--- src/hw/rtl/frw_pkg.sv ---
// Shared types and constants for the fragment reassembly window.
// Used by frw_seq and fragment_reassembly_window_top; no dependencies.
package frw_pkg;

	localparam int SEQ_W   = 12;
	localparam int IDX_W   = 4;
	localparam int LEN_W   = 8;
	localparam int MAP_W   = 16;
	localparam int OLEN_W  = 11;

	typedef enum logic [2:0] {
		ST_IDLE,
		ST_HEAD,
		ST_DELTA,
		ST_OFF,
		ST_CHECK,
		ST_SUM,
		ST_EMIT
	} state_t;

	// operand selection of the shared 12-bit adder
	typedef enum logic [2:0] {
		ALU_HEAD,   // seq - index
		ALU_DELTA,  // seq - base
		ALU_OFF,    // head - base
		ALU_WALK,   // offset + walk counter
		ALU_ADV     // head + known count
	} alu_op_t;

	typedef struct packed {
		logic    busy;
		logic    load;
		alu_op_t op;
		logic    upd;
		logic    chk;
		logic    chk_pass;
		logic    sum;
		logic    emit;
	} ctrl_t;

	typedef struct packed {
		logic item_ok;
		logic chk_fail;
		logic walk_last;
		logic sum_last;
	} stat_t;

	// offset-to-slot table: entry i holds i mod ws, built by repeated subtraction
	function automatic logic [15:0][IDX_W-1:0] slot_table(input int ws);
		logic [15:0][IDX_W-1:0] t;
		int v;
		for (int i = 0; i < 16; i++) begin
			v = i;
			for (int k = 0; k < 16; k++) begin
				if (v >= ws)
					v = v - ws;
			end
			t[i] = IDX_W'(v);
		end
		return t;
	endfunction

endpackage

--- src/hw/rtl/fragment_reassembly_window_top.sv ---
// Fragment reassembly window, top level: window state, shared adder and
// length RAM. Depends on frw_pkg, frw_seq and frw_ram.
//
// Usage: drive seq_number, frag_index, frag_total and frag_length and raise
// start; the header transfers on a rising edge with start high and busy low.
// A header with a bad count or index is dropped in that same cycle and
// busy never rises. A good header keeps busy high for the header, window
// and offset steps, K presence checks and K+1 length-summing steps, K
// being the known fragment count (up to 15), when the completion walk
// passes, and fewer when the walk stops at a missing slot, all through one
// 12-bit adder, plus one step that registers the result.
// The result appears in the same cycle that busy falls, marked by result_strobe
// for exactly one cycle; the receiver cannot stall, so the result must be
// taken then. Slot lengths sit in a small RAM read one slot a cycle; only
// slots marked received are ever summed, so the RAM needs no clearing.
// Reset (arst_n low) clears the window, the received mask and the count;
// the block is ready on the first cycle after reset is released.
module fragment_reassembly_window_top import frw_pkg::*; #(
	parameter int WINDOW_SLOTS     = 16,
	parameter int MAX_FRAGS        = 15,
	parameter int FRAG_BYTES_MAX   = 255,
	parameter int PACKET_BYTES_MAX = 1536
) (
	input  logic              clk,
	input  logic              arst_n,
	input  logic              start,
	output logic              busy,
	input  logic [SEQ_W-1:0]  seq_number,
	input  logic [IDX_W-1:0]  frag_index,
	input  logic [IDX_W-1:0]  frag_total,
	input  logic [LEN_W-1:0]  frag_length,
	output logic              result_strobe,
	output logic [SEQ_W-1:0]  ack_base,
	output logic [MAP_W-1:0]  ack_bitmap,
	output logic              message_done,
	output logic [OLEN_W-1:0] message_length,
	output logic [IDX_W-1:0]  message_frags
);

	localparam int AW    = $clog2(WINDOW_SLOTS);
	localparam int SUM_W = $clog2(PACKET_BYTES_MAX + FRAG_BYTES_MAX + 1);
	localparam logic [15:0][IDX_W-1:0] SLOT_MAP = slot_table(WINDOW_SLOTS);

	ctrl_t ctrl;
	stat_t stat;

	// item registers
	logic [SEQ_W-1:0] seq_q, head_q, off_q;
	logic [IDX_W-1:0] fi_q, nf_q, j_q;
	logic [LEN_W-1:0] len_q;
	// window state
	logic [SEQ_W-1:0]        base_q;
	logic                    wvalid_q;
	logic [WINDOW_SLOTS-1:0] mask_q;
	logic [IDX_W-1:0]        kc_q;
	// walk state
	logic [SUM_W-1:0] total_q;
	logic             stop_q;
	logic             complete_q;

	// shared adder
	logic [SEQ_W-1:0] alu_a, alu_b, alu_y;
	logic             alu_cin;

	always_comb begin
		alu_a   = seq_q;
		alu_b   = ~SEQ_W'(fi_q);
		alu_cin = 1'b1;
		unique case (ctrl.op)
			ALU_HEAD: begin
				alu_a   = seq_q;
				alu_b   = ~SEQ_W'(fi_q);
				alu_cin = 1'b1;
			end
			ALU_DELTA: begin
				alu_a   = seq_q;
				alu_b   = ~base_q;
				alu_cin = 1'b1;
			end
			ALU_OFF: begin
				alu_a   = head_q;
				alu_b   = ~base_q;
				alu_cin = 1'b1;
			end
			ALU_WALK: begin
				alu_a   = off_q;
				alu_b   = SEQ_W'(j_q);
				alu_cin = 1'b0;
			end
			ALU_ADV: begin
				alu_a   = head_q;
				alu_b   = SEQ_W'(kc_q);
				alu_cin = 1'b0;
			end
			default: ;
		endcase
		alu_y = alu_a + alu_b + SEQ_W'(alu_cin);
	end

	// header check on the input ports
	assign stat.item_ok = (frag_total != '0) && (frag_total <= IDX_W'(MAX_FRAGS))
		&& (frag_index < frag_total);

	// window placement
	logic                    restart;
	logic [IDX_W-1:0]        delta4;
	logic [AW-1:0]           slot;
	logic [WINDOW_SLOTS-1:0] slot_bit;

	assign restart  = !wvalid_q || (alu_y >= SEQ_W'(WINDOW_SLOTS));
	assign delta4   = restart ? fi_q : alu_y[IDX_W-1:0];
	assign slot     = AW'(SLOT_MAP[delta4]);
	assign slot_bit = WINDOW_SLOTS'(1) << slot;

	// presence check on the walk address
	logic [(2**AW)-1:0] mask_ext;
	assign mask_ext       = (2**AW)'(mask_q);
	assign stat.chk_fail  = (alu_y >= SEQ_W'(WINDOW_SLOTS)) || !mask_ext[alu_y[AW-1:0]];
	assign stat.walk_last = (j_q == kc_q - IDX_W'(1));
	assign stat.sum_last  = (j_q == kc_q);

	// length RAM
	logic [LEN_W-1:0] rd_len;
	logic [SUM_W-1:0] sum_try;

	frw_ram #(
		.WIDTH(LEN_W),
		.DEPTH(WINDOW_SLOTS)
	) u_len_ram (
		.clk   (clk),
		.we    (ctrl.upd),
		.waddr (slot),
		.wdata (len_q),
		.raddr (alu_y[AW-1:0]),
		.rdata (rd_len)
	);

	assign sum_try = total_q + SUM_W'(rd_len);

	frw_seq u_seq (
		.clk    (clk),
		.arst_n (arst_n),
		.start  (start),
		.stat   (stat),
		.ctrl   (ctrl)
	);

	assign busy = ctrl.busy;

	// per-item payload registers
	always_ff @(posedge clk) begin
		if (ctrl.load) begin
			seq_q <= seq_number;
			fi_q  <= frag_index;
			nf_q  <= frag_total;
			len_q <= (frag_length > LEN_W'(FRAG_BYTES_MAX)) ? LEN_W'(FRAG_BYTES_MAX)
				: frag_length;
		end
		if (ctrl.op == ALU_HEAD && ctrl.busy)
			head_q <= alu_y;
		if (ctrl.op == ALU_OFF)
			off_q <= alu_y;
		if (ctrl.op == ALU_OFF || ctrl.chk_pass)
			j_q <= '0;
		else if (ctrl.chk || ctrl.sum)
			j_q <= j_q + IDX_W'(1);
		if (ctrl.chk_pass) begin
			total_q <= '0;
			stop_q  <= 1'b0;
		end else if (ctrl.sum && j_q != '0 && !stop_q) begin
			// sum stops at the first length that would overflow the packet
			if (sum_try > SUM_W'(PACKET_BYTES_MAX))
				stop_q <= 1'b1;
			else
				total_q <= sum_try;
		end
	end

	// window and control state
	always_ff @(posedge clk or negedge arst_n) begin
		if (!arst_n) begin
			base_q        <= '0;
			wvalid_q      <= 1'b0;
			mask_q        <= '0;
			kc_q          <= '0;
			complete_q    <= 1'b0;
			result_strobe <= 1'b0;
		end else begin
			result_strobe <= ctrl.emit;
			if (ctrl.load)
				complete_q <= 1'b0;
			else if (ctrl.chk_pass)
				complete_q <= 1'b1;
			if (ctrl.upd) begin
				if (restart) begin
					base_q   <= head_q;
					wvalid_q <= 1'b1;
					mask_q   <= slot_bit;
					kc_q     <= nf_q;
				end else begin
					mask_q <= mask_q | slot_bit;
					if (kc_q == '0 || fi_q == '0)
						kc_q <= nf_q;
				end
			end
			if (ctrl.emit && complete_q) begin
				base_q <= alu_y;
				mask_q <= '0;
				kc_q   <= '0;
			end
		end
	end

	// result registers
	always_ff @(posedge clk) begin
		if (ctrl.emit) begin
			ack_base       <= head_q;
			ack_bitmap     <= MAP_W'(mask_q);
			message_done   <= complete_q;
			message_length <= complete_q ? OLEN_W'(total_q) : '0;
			message_frags  <= complete_q ? kc_q : '0;
		end
	end

endmodule

--- src/hw/rtl/frw_ram.sv ---
// Generic single-write, single-read RAM with registered read data.
// No dependencies.
module frw_ram #(
	parameter int WIDTH = 8,
	parameter int DEPTH = 16
) (
	input  logic                     clk,
	input  logic                     we,
	input  logic [$clog2(DEPTH)-1:0] waddr,
	input  logic [WIDTH-1:0]         wdata,
	input  logic [$clog2(DEPTH)-1:0] raddr,
	output logic [WIDTH-1:0]         rdata
);

	logic [WIDTH-1:0] mem_q [DEPTH];

	always_ff @(posedge clk) begin
		if (we)
			mem_q[waddr] <= wdata;
		rdata <= mem_q[raddr];
	end

endmodule

--- src/hw/rtl/frw_seq.sv ---
// Sequencer for the fragment reassembly window: state register and
// per-state control of the shared adder. Depends on frw_pkg.
module frw_seq import frw_pkg::*; (
	input  logic  clk,
	input  logic  arst_n,
	input  logic  start,
	input  stat_t stat,
	output ctrl_t ctrl
);

	state_t state_q, state_d;

	always_ff @(posedge clk or negedge arst_n) begin
		if (!arst_n)
			state_q <= ST_IDLE;
		else
			state_q <= state_d;
	end

	always_comb begin
		state_d       = state_q;
		ctrl          = '0;
		ctrl.op       = ALU_HEAD;
		ctrl.busy     = 1'b1;
		unique case (state_q)
			ST_IDLE: begin
				ctrl.busy = 1'b0;
				if (start) begin
					ctrl.load = 1'b1;
					if (stat.item_ok)
						state_d = ST_HEAD;
				end
			end
			ST_HEAD: begin
				ctrl.op = ALU_HEAD;
				state_d = ST_DELTA;
			end
			ST_DELTA: begin
				ctrl.op  = ALU_DELTA;
				ctrl.upd = 1'b1;
				state_d  = ST_OFF;
			end
			ST_OFF: begin
				ctrl.op = ALU_OFF;
				state_d = ST_CHECK;
			end
			ST_CHECK: begin
				ctrl.op  = ALU_WALK;
				ctrl.chk = 1'b1;
				if (stat.chk_fail)
					state_d = ST_EMIT;
				else if (stat.walk_last) begin
					ctrl.chk_pass = 1'b1;
					state_d       = ST_SUM;
				end
			end
			ST_SUM: begin
				ctrl.op  = ALU_WALK;
				ctrl.sum = 1'b1;
				if (stat.sum_last)
					state_d = ST_EMIT;
			end
			ST_EMIT: begin
				ctrl.op   = ALU_ADV;
				ctrl.emit = 1'b1;
				state_d   = ST_IDLE;
			end
			default: state_d = ST_IDLE;
		endcase
	end

endmodule

--- config.mk ---
export PLATFORM = sky130hd
export DESIGN_NAME = fragment_reassembly_window_top
export DESIGN_NICKNAME = d
export VERILOG_FILES = /design/src/hw/rtl/frw_pkg.sv /design/src/hw/rtl/fragment_reassembly_window_top.sv /design/src/hw/rtl/frw_ram.sv /design/src/hw/rtl/frw_seq.sv
export SDC_FILE = /design/constraint.sdc
export NUM_CORES = 1
export LEC_CHECK = 0
export BUFFER_PORTS_ARGS = -buffer_cell sky130_fd_sc_hd__buf_2
export CAP_MARGIN = 10
export CORE_MARGIN = 2
export CORE_UTILIZATION = 45
export DETAILED_ROUTE_END_ITERATION = 8
export SYNTH_ARGS = -nofsm -noshare
export SYNTH_HDL_FRONTEND = slang
export SYNTH_HIERARCHICAL = 1
export SYNTH_SLANG_ARGS = --single-unit
--- constraint.sdc ---
create_clock -name clk -period 8.7 [get_ports clk]
set_clock_uncertainty 0.15 [all_clocks]
set_input_delay 1.74 -clock clk [delete_from_list [all_inputs] [get_ports clk]]
set_output_delay 1.74 -clock clk [all_outputs]
set_load 0.005 [all_outputs]
==> results of run 1 <==
[worst max-delay path, stage by stage, from the launching register on]
cell and delay (ps):
dfrtp_1 510, inv_1 140, and3_2 460, xnor2_1 810
or3_1 200, o21ai_0 70, a21oi_1 200, fa_2 280
inv_1 60, fa_1 390, nor2b_1 280, o31a_1 190
o211ai_1 190, nor2_2 150, nor4b_4 210, and4_1 220
buf_4 390, mux2_2 420, or3b_2 520, nor2_1 610
[cells in the mapped netlist, types with 5 or more instances]
cell type,number,area [µm²]
edfxtp_1,224,6730
nor2_1,69,259
o21ai_0,57,285
a21oi_1,52,260
nand2_1,52,195
dfrtp_1,38,951
nor3_1,34,170
nand3_1,32,160
clkbuf_1,30,113
inv_1,29,109
dfxtp_1,24,480
ha_1,24,300
mux4_2,23,518
and2_1,18,113
or3_1,17,106
a221o_1,16,160
a22oi_1,16,120
mux4_1,14,368
nand2b_1,13,81.3
a211oi_1,10,75.1
buf_2,10,50.1
nand4b_1,10,87.6
nor2b_1,10,62.6
xor2_1,10,87.6
and3_1,9,56.3
buf_6,9,101
xnor2_1,9,78.8
a21o_1,7,52.6
mux2_2,6,67.6
a31oi_1,5,31.3
buf_4,5,37.5
nand3b_1,5,37.5
nor4_1,5,31.3
o211ai_1,5,37.5
or4_1,5,37.5
[kinds of logic after synthesis]
family / share of synthesized area
buf+inv: 0.0347
flops: 0.608
xor+xnor: 0.0136
simple gates: 0.129
compound gates: 0.114
mux: 0.0740
fa+ha+maj: 0.0268
[per-stage QoR]
step	instance area (µm²)	std cells	worst slack, ps	util	hold WS [ps]
3_3_place_gp	14100	1420	2150	0.477	307
3_5_place_dp	14100	1420	1870	0.477	323
5_1_grt	14900	1472	1280	0.506	359
4_1_cts	14900	1471	1850	0.506	336
2_1_floorplan	13400	1005	2710	-	292
6_report	14900	1472	1830	0.506	334
[worst min-delay path by stage]
| stage | startpoint | end | slack, ps | depth (start not counted) |
|---|---|---|---|---|
| 3_3_place_gp | stop_q | stop_q | 310 | 2 |
| 4_1_cts | head_q[10] | ack_base[10] | 340 | 0 |
| 5_1_grt | mask_ext[15] | ack_bitmap[15] | 360 | 0 |
| 2_1_floorplan | mask_ext[11] | ack_bitmap[11] | 290 | 0 |
| 3_5_place_dp | head_q[10] | ack_base[10] | 320 | 0 |
| 6_report | stop_q | stop_q | 330 | 2 |
[layer usage]
metal / global-route usage / wire [µm] / share of wire / vias to the layer above
met1: 0.299 / 14300 / 0.46 / 4280
met5: 0 / 0 / 0 / -
met3: 0.0350 / 2070 / 0.067 / 49
li1: - / - / - / 4006
met2: 0.310 / 13800 / 0.45 / 311
met4: 0.0444 / 670 / 0.022 / 0
[cell usage in the layout (no fill, tap or decap), types with 5 or more instances in the layout]
cell,synthesis,routed
dfrtp_1,38,38
clkinv_2,0,7
a31oi_1,5,5
clkbuf_16,0,29
a21oi_1,52,52
inv_1,29,29
buf_2,10,76
edfxtp_1,224,224
or3_1,17,17
buf_4,5,12
nand2_1,52,51
mux2_2,6,6
or4_1,5,5
nor2_1,69,69
dfxtp_1,24,24
o211ai_1,5,5
xor2_1,10,10
and2_1,18,18
xnor2_1,9,9
a21o_1,7,7
ha_1,24,24
nand2b_1,13,13
mux4_1,14,14
nand3_1,32,32
a211oi_1,10,10
nor2b_1,10,10
a221o_1,16,16
nor3_1,34,34
and3_1,9,9
nor4_1,5,5
mux4_2,23,23
a22oi_1,16,16
o21ai_0,57,56
nand3b_1,5,5
clkinv_1,0,8
nand4b_1,10,10
[cell type report]
type | instances | area [µm²] | share of cell area
inverter | 29 | 109 | 0.00729
clock inverter | 20 | 128 | 0.00855
sequential | 286 | 8160 | 0.547
clock buffer | 31 | 733 | 0.0491
tap | 390 | 488 | 0.0327
multi-input combinational | 627 | 4830 | 0.324
timing repair buffer | 89 | 478 | 0.0320
[sequential cells by signal, summed over array words and instances (netlist names), 12 cells and up]
signal	cells
head_q	12
seq_q	12
off_q	12
ack_base	12
base_q	12
u_len_ram/mem_q	128
mask_ext	16
ack_bitmap	16
==> key figures, run 1 <==
Placement
  • DP Wirelength: 20500 µm
  • Port-buffer cells: 76
  • GP Congestion: 0.877

Flow run
  • Max-cap viol count: 0

Logic synthesis
  • #FFs+latches synth: 286
  • Ys flop type: edfxtp_1
  • Yosys cell types: 88
  • Post-synth EDFFs: 224
  • Async SR Flop Fraction: 0.133
  • Syn_nets: roughly 1.1k
  • Sequential element share of the synthesized area: 0.608
  • Mapped cell area: roughly 13000 µm²
  • Ys Warns: 6
  • Gate Count Post-Synth: 1005
  • Syn_area_per_cell: 13.4 µm²

Route
  • Vias: 8646
  • Vias per std cell: between 5 and 6
  • Final ANT Viol Nets: 0
  • Wire length per cell: 21.0 µm
  • Drt total wl: 30900 µm
  • DR pass1 iterations: 5
  • Remaining DRCs: 0
  • DRT iter0 DRCs: 753

Clocking
  • Worst-Skew Late Latency: roughly 540 ps
  • Hold_buf cts: 0
  • Root buf cell: clkbuf_16
  • Clk pin slew, worst setup/hold paths: 60 ps
  • Number of clock sinks: about 290
  • TritonCTS clock tree: yes
  • Max Buffers Root-to-Sink: 3
  • H-tree depth: 1
  • Number of CTS-inserted buffers: 29
  • Post-CTS Setup Bufs: 0
  • Post-CTS sizing: 0

Global route
  • Total track usage: 0.201
  • GR Overflow Total: 0
  • Vias in the first global route: 8290
  • Largest net degree at the start of global routing: slightly below 70
  • First-pass GRT wire length: 48300 µm
  • Initial antenna violation count: 1

Critical path
  • Signal arrival time at the worst endpoint: 6900 ps
  • Reg2reg end: u_len_ram/mem_q[1][2]
  • Startpoint Class: flip-flop
  • Setup slack, reg-to-reg: 1830 ps
  • Setup crit end: u_len_ram/mem_q[1][2]
  • Max FO, Critical Path: 42
  • R2R cell count: 19
  • Crit Path Class: flip-flop to flip-flop
  • Critical Path Start: u_seq/state_q[0]
  • Worst R2R Start: u_seq/state_q[0]
  • CP endpoint kind: flip-flop
  • Req. time, crit path: 8720 ps

Hold path
  • Hold WC Path Type: flip-flop to flip-flop

Layout
  • Antenna cells: 0
  • Layout cells sized above 1: 0.183
  • P&R area growth vs syn: 11.2%
  • Fill count: ~2.6k
  • Final net count: 1120

Timing
  • Max-slew headroom: 0.284
  • FMAX: around 0.15 GHz
  • Slew @ Worst Pin: 1070 ps
  • RSZ-0062 raised after global routing: false
  • Post-route minimum period: 6870 ps
  • Pins over their slew limit: 0
  • Endpoints failing hold: 0
  • Final setup fails: 0
  • Post-route setup TNS: 0 ps
  • Tcrit/Tclk final: 0.790

Run status
  • Status: finished, final reports clean

Floorplan
  • Die ar.: approximately 31000 µm²
  • Core area: 29500 µm²
  • Die H: around 180 µm
  • Io pins: 77
  • Chip width: 177 µm
  • Starting density of the core: 0.455
  • Rows: 63
Power of run 1 is left out: the tool's default activity adds up to more than one toggle a clock period on the data nets, which glitch-free logic cannot reach.
==> inputs of run 2 (changes only) <==
==> constraint.sdc (replaced) <==
create_clock -name clk -period 7.1 [get_ports clk]
set_clock_uncertainty 0.15 [all_clocks]
set_input_delay 1.42 -clock clk [delete_from_list [all_inputs] [get_ports clk]]
set_output_delay 1.42 -clock clk [all_outputs]
set_load 0.005 [all_outputs]
==> run 2 against run 1 <==
Against the previous run:
- routed wire length barely moved
- core utilization rose by 0.57 points
- maximum frequency rose by 4.6%
- setup slack got worse by 1300 ps
- highest routed layer unchanged
==> key figures, run 2 (same netlist as run 1, synthesis figures left out) <==
Critical path
  • Signal arrival time at the worst endpoint: 6600 ps
  • Max FO, Critical Path: 22
  • Startpoint Class: flip-flop
  • CP bufs+invs: 2
  • CP endpoint kind: flip-flop
  • Req. time, crit path: slightly above 7000 ps
  • CP max stage delay: 830 ps
  • Crit Path Class: flip-flop to flip-flop
  • Slowest stage cell, crit path: xnor2_1
  • Family with the most delay on the worst path: simple AND/OR/NAND/NOR gates
  • Critical path cell sequence: inv_1 > and3_2 > xnor2_1 > or3_1 > o21ai_0 > a21oi_1 > fa_2 > inv_1 > fa_1 > nor2b_1 > o31ai_2 > a21oi_1 > xor2_1 > nor4b_4 > and4_1 > mux2_2 > or3b_2 > nor2_1

Route
  • Final ANT Viol Nets: 0
  • Vias per std cell: 5.76
  • DR pass1 iterations: 5
  • Drt total wl: 30900 µm
  • Remaining DRCs: 0
  • Vias: 8569
  • DRT iter0 DRCs: 751
  • Wire length per cell: about 21 µm

Floorplan
  • Io pins: between 70 and 80
  • Starting density of the core: 0.455
  • Die ar.: 31200 µm²
  • Rows: 63
  • Chip width: 177 µm
  • Die H: 177 µm
  • Core area: 29500 µm²

Layout
  • Final net count: 1131
  • Top reg by flops: u_len_ram/mem_q
  • Layout cells sized above 1: 0.197
  • Max reg flops: 128
  • P&R area growth vs syn: 12.5%
  • Antenna cells: 0
  • Most frequent cells in the layout: edfxtp_1, buf_2, nor2_1
  • Most common cell after layout, fill and taps aside: edfxtp_1
  • Cell Count, Final, Fillers Out: 1487

Timing
  • Max-slew headroom: 0.333
  • Post-route setup TNS: 0 ps
  • Fin worst setup slack: between 500 and 600 ps
  • Pins over their slew limit: 0
  • RSZ-0062 raised after global routing: false
  • Hold Slack: 334 ps
  • Endpoints failing hold: 0
  • Post-route minimum period: ~6600 ps
  • FMAX: 0.152 GHz
  • Final setup fails: 0
  • Tcrit/Tclk final: 0.926
  • Slew @ Worst Pin: 994 ps

Global route
  • Initial antenna violation count: 1
  • Total track usage: 0.200
  • GR Overflow Total: 0
  • First-pass GRT wire length: 48000 µm
  • Vias in the first global route: 8322
  • Largest net degree at the start of global routing: between 40 and 50

Placement
  • Post-placement setup slack: 579 ps
  • Port-buffer cells: 76
  • DP Wirelength: 20800 µm
  • GP Congestion: 0.859
  • Placed cells: between 1k and 1.5k

Clocking
  • Root buf cell: clkbuf_16
  • H-tree depth: 1
  • Number of clock sinks: roughly 290
  • Post-CTS sizing: 0
  • Hold_buf cts: 0
  • Number of CTS-inserted buffers: 31
  • Max Buffers Root-to-Sink: 3
  • Post-CTS Setup Bufs: 0
  • TritonCTS clock tree: yes
  • Clk pin slew, worst setup/hold paths: around 60 ps
  • Worst-Skew Late Latency: about 550 ps

Hold path
  • Hold WC Path Type: flip-flop to flip-flop

Run status
  • Status: finished, final reports clean

Flow run
  • Max-cap viol count: 0
run 2: path summary, 6_finish.rpt:
kind	start	end	slack, ps	cells after the start
max in group asynchronous	arst_n	mask_ext[8]	5330	1
hold / removal	mask_ext[8]	ack_bitmap[8]	330	0
setup reg to reg	u_seq/state_q[0]	u_len_ram/mem_q[1][4]	530	18
setup / recovery	u_seq/state_q[0]	u_len_ram/mem_q[1][4]	530	18
hold reg to reg	mask_ext[8]	ack_bitmap[8]	330	0
min in group asynchronous	arst_n	base_q[4]	850	1
run 2: area by class of cell:
cell class                      count  area (µm²)
Clock buffer                       35         801
Clock inverter                     22         161
Fill cell                        2503       14400
Inverter                           29         109
Multi-Input combinational cell    627        4830
Sequential cell                   286        8160
Tap cell                          390         488
Timing Repair Buffer               98         546
run 2: stage by stage:
step           instance area, µm²  utilization
2_1_floorplan               13400            -
6_report                    15100        0.512
3_3_place_gp                14100        0.479
4_1_cts                     15100        0.512
5_1_grt                     15100        0.512
3_5_place_dp                14100        0.479
run 2: routing by layer:
layer	vias up	share of wire	track usage
li1	4029	-	-
met1	4211	0.46	0.294
met2	270	0.45	0.313
met3	59	0.062	0.0326
met4	0	0.024	0.0486
met5	-	0	0
Power of run 2 is left out for the same reason.
